==> src/sv/tnd_ram.sv <==
// Generic single-port RAM with registered read.
module tnd_ram #(
   parameter int WIDTH = 8,
   parameter int DEPTH = 256
) (
   input  logic                     clock,
   input  logic                     write_enable,
   input  logic [$clog2(DEPTH)-1:0] address,
   input  logic [WIDTH-1:0]         write_data,
   output logic [WIDTH-1:0]         read_data
);
   logic [WIDTH-1:0] mem_ff [DEPTH];
   logic [WIDTH-1:0] read_data_ff;

   always_ff @(posedge clock) begin
      if (write_enable) begin
         mem_ff[address] <= write_data;
      end
      read_data_ff <= mem_ff[address];
   end

   assign read_data = read_data_ff;
endmodule

==> config.mk <==
export PLATFORM = sky130hd
export DESIGN_NAME = tnd_ram
export DESIGN_NICKNAME = d
export VERILOG_FILES = /design/src/sv/tnd_ram.sv
export SDC_FILE = /design/constraint.sdc
export NUM_CORES = 2
export LEC_CHECK = 0
export ABC_CLOCK_PERIOD_IN_PS = 3260
export BUFFER_PORTS_ARGS = -buffer_cell sky130_fd_sc_hd__clkbuf_2
export CAP_MARGIN = 20
export CORE_MARGIN = 3
export CORE_UTILIZATION = 63
export CTS_CLUSTER_SIZE = 20
export DETAILED_ROUTE_END_ITERATION = 6
export MAX_ROUTING_LAYER = met4
export PLACE_DENSITY = 0.81
export RECOVER_POWER = 100
export SKIP_LAST_GASP = 1
export SLEW_MARGIN = 30
export SYNTH_ARGS = -nofsm -noshare
export SYNTH_HDL_FRONTEND = slang
export SYNTH_SLANG_ARGS = --single-unit
==> constraint.sdc <==
create_clock -name clock -period 3.26 [get_ports clock]
set_clock_uncertainty 0.15 [all_clocks]
set_input_delay 0.489 -clock clock [delete_from_list [all_inputs] [get_ports clock]]
set_output_delay 0.489 -clock clock [all_outputs]
set_load 0.02 [all_outputs]
==> results.json <==
{
  "critPathTopFamily": "simple AND/OR/NAND/NOR gates",
  "fmax_ghz": 0.306,
  "synthCells": 3547,
  "critPathKind": "in2reg",
  "clock_power_share_pct": 41.1,
  "drc": 0,
  "cts_tree": "done",
  "critical-path-max-stage-delay_ns": 1.33,
  "cp-start-kind": "input port",
  "gp_congestion": 0.890,
  "crit_chain": "clkbuf_2 -> nor2b_1 -> buf_4 -> nand3_1 -> clkbuf_2 -> nor2_1 -> buf_4",
  "p_leak_uw": 0.0276,
  "slowest_stage": "nor2b_1",
  "drive_gt1_share_pct": 26.0,
  "finalPower_uw": 54100,
  "grt_max_degree": 111,
  "final_common_cell": "edfxtp_1",
  "fin_area_mm2": 0.0892,
  "die_w_um": 359,
  "wl_per_cell_um": 35.4,
  "relSlewSlack_pct": -85.2,
  "critPathMaxFanout": 17,
  "num_vias": 41900,
  "switching_share_pct": 21.4,
  "firstDrtPassIters": 6,
  "final_cell_mix": "edfxtp_1 (2048), mux4_2 (512), clkbuf_1 (285), a22oi_1 (256), nor2_1 (231)",
  "p_seq_share_pct": 54.0,
  "clock_path_buffers": 3,
  "io_pins": 26,
  "avgSynthCellArea_um2": 22.1,
  "critPathRequiredTime_ns": 3.64,
  "intPower_uw": 42600,
  "finalWirelength_um": 207000,
  "coreArea_mm2": 0.123,
  "hold_viol": 0,
  "postCtsHoldBufs": 1,
  "post_cts_resized": 0,
  "power.net_switching_uw": 11600,
  "syn_nets": 3565,
  "path_clk_slew_ns": 0.07,
  "root_buffer": "clkbuf_16",
  "portBuffers": 25,
  "ys_warn_count": 0,
  "worstMarginPinSlew_ns": 2.78,
  "drv_cap": 10,
  "worst-path-buf-inv": 4,
  "area_delta_synth_final_pct": 13.7,
  "insertion_delay_ns": 0.84,
  "setup_violations": 2,
  "grt_pass1_wl_um": 298000,
  "synthDistinctLibCells": 22,
  "track_usage_pct": 33.0,
  "grt_overflow": 0,
  "worst_hold_path_type": "in2reg",
  "ys_seq_area_share_pct": 78.6,
  "ir_drop_uv": 661,
  "critPathCaptureType": "flip-flop",
  "rows": 128,
  "initial_core_util_pct": 64.0,
  "synth_area_mm2": 0.0785,
  "cts_made_buffers": 192,
  "power_frac_comb_pct": 4.9,
  "routed_via_density": 7.16,
  "dp_hpwl_um": 116000,
  "fin_crit_ns": 3.26,
  "clkSinkCount": 2056,
  "fin_ws_ns": -0.00369,
  "postCtsSetupRepairBufs": 0,
  "fin_nets": 4070,
  "fp.dieH_um": 359,
  "first_iter_violations": 7399,
  "period_share_pct": 100,
  "grt_pass1_vias": 42500,
  "htreeDepth": 4,
  "grt_setup_unrepaired": "false",
  "placed_cell_area_mm2": 0.0843,
  "violations": "capacitance limit, slew limit, setup timing",
  "ys_ff_latch": 2056,
  "slew_violations": 691,
  "antenna_found_initial": 10,
  "pwr_density_cell_mw_per_mm2": 606,
  "worstPathArrival_ns": 3.65,
  "die_area_mm2": 0.129,
  "status": "finished, violations left",
  "antenna_left": 0
}
[synth_stat cells]
| master | number | area (um2) |
|---|---|---|
| clkbuf_1 | 145 | 544 |
| or2_2 | 2 | 12.5 |
| nor3_1 | 30 | 150 |
| o41ai_1 | 32 | 280 |
| buf_4 | 16 | 120 |
| buf_6 | 16 | 180 |
| or3_1 | 1 | 6.26 |
| edfxtp_1 | 2048 | 61500 |
| nor2_1 | 232 | 871 |
| a22oi_1 | 256 | 1920 |
| nand2b_1 | 6 | 37.5 |
| nand2_1 | 28 | 105 |
| nor2b_1 | 7 | 43.8 |
| buf_1 | 19 | 71.3 |
| mux4_2 | 512 | 11500 |
| inv_1 | 1 | 3.75 |
| a21oi_1 | 128 | 641 |
| nand3_1 | 13 | 65.1 |
| buf_2 | 36 | 180 |
| nand4_1 | 8 | 50.1 |
| and2_1 | 3 | 18.8 |
| dfxtp_1 | 8 | 160 |
[per-layer routing]
layer / vias to the layer above / share of wire, % / global-route usage [%]
li1: 16100 / - / -
met1: 21400 / 33 / 43.2
met2: 3709 / 49 / 51.0
met3: 686 / 13 / 7.88
met4: 0 / 5.0 / 13.5
met5: - / 0 / -
[metrics by stage]
stage / TNS, ns / cells / hold WS [ns] / util, % / worst slack [ns]
after floorplan: 0 / 3547 / 0.438 / - / 0.402
after global placement: -3.66 / 5482 / 0.819 / 68.7 / -0.609
after detailed placement: -2.70 / 5482 / 0.828 / 68.7 / -0.473
after CTS: 0 / 5839 / 0.0639 / 73.8 / 0.381
after global routing: 0 / 5848 / 0.206 / 72.7 / 0.0586
final: -0.00392 / 5851 / 0.205 / 72.8 / -0.00369
[layout make-up]
type	count	area (um2)
clock inverters	111	1030
repair buffers	543	3550
multi-input cells	1258	15800
well taps	1625	2030
inverters	1	3.75
flip-flops and latches	2056	61700
fillers	6611	33400
clock buffers	245	5150
diodes	12	30.0
[logic make-up after synthesis]
kind of cell	share of synthesized area, %
flops	78.6
mux	14.7
compound gates	3.62
simple gates	1.73
buf+inv	1.40
[worst paths after layout]
kind	from	to	slack, ns	cells after the start
worst min-delay path	address[7]	read_data[3]	0.20	5
worst max-delay path	address[3]	mem_ff[136][1]	-0.004	7
worst max register to register	mem_ff[124][5]	read_data[5]	0.34	6
worst min register to register	mem_ff[11][3]	read_data[3]	0.87	5
[worst register-to-register path, cell delays in order, from the launching register on]
cell and delay (ns):
edfxtp_1 0.39, mux4_2 0.48, a22oi_1 0.40, a21oi_1 0.19
o41ai_1 0.84, clkbuf_1 0.24, nand4_1 0.13
[power by group through the flow]
| stage | clock network (uW) | logic, uW | registers, uW |
|---|---|---|---|
| 2_1_floorplan | 0 | 1290 | 29700 |
| 3_3_place_gp | 0 | 2500 | 29700 |
| 3_5_place_dp | 0 | 2590 | 29700 |
| 4_1_cts | 22300 | 2660 | 29200 |
| 5_1_grt | 23300 | 2750 | 29200 |
| 6_report | 22300 | 2660 | 29200 |
[state kept, by name, summed over array words and instances, names as in the netlist]
register   cells
read_data      8
mem_ff      2048
(Power assumes the default switching activity.)
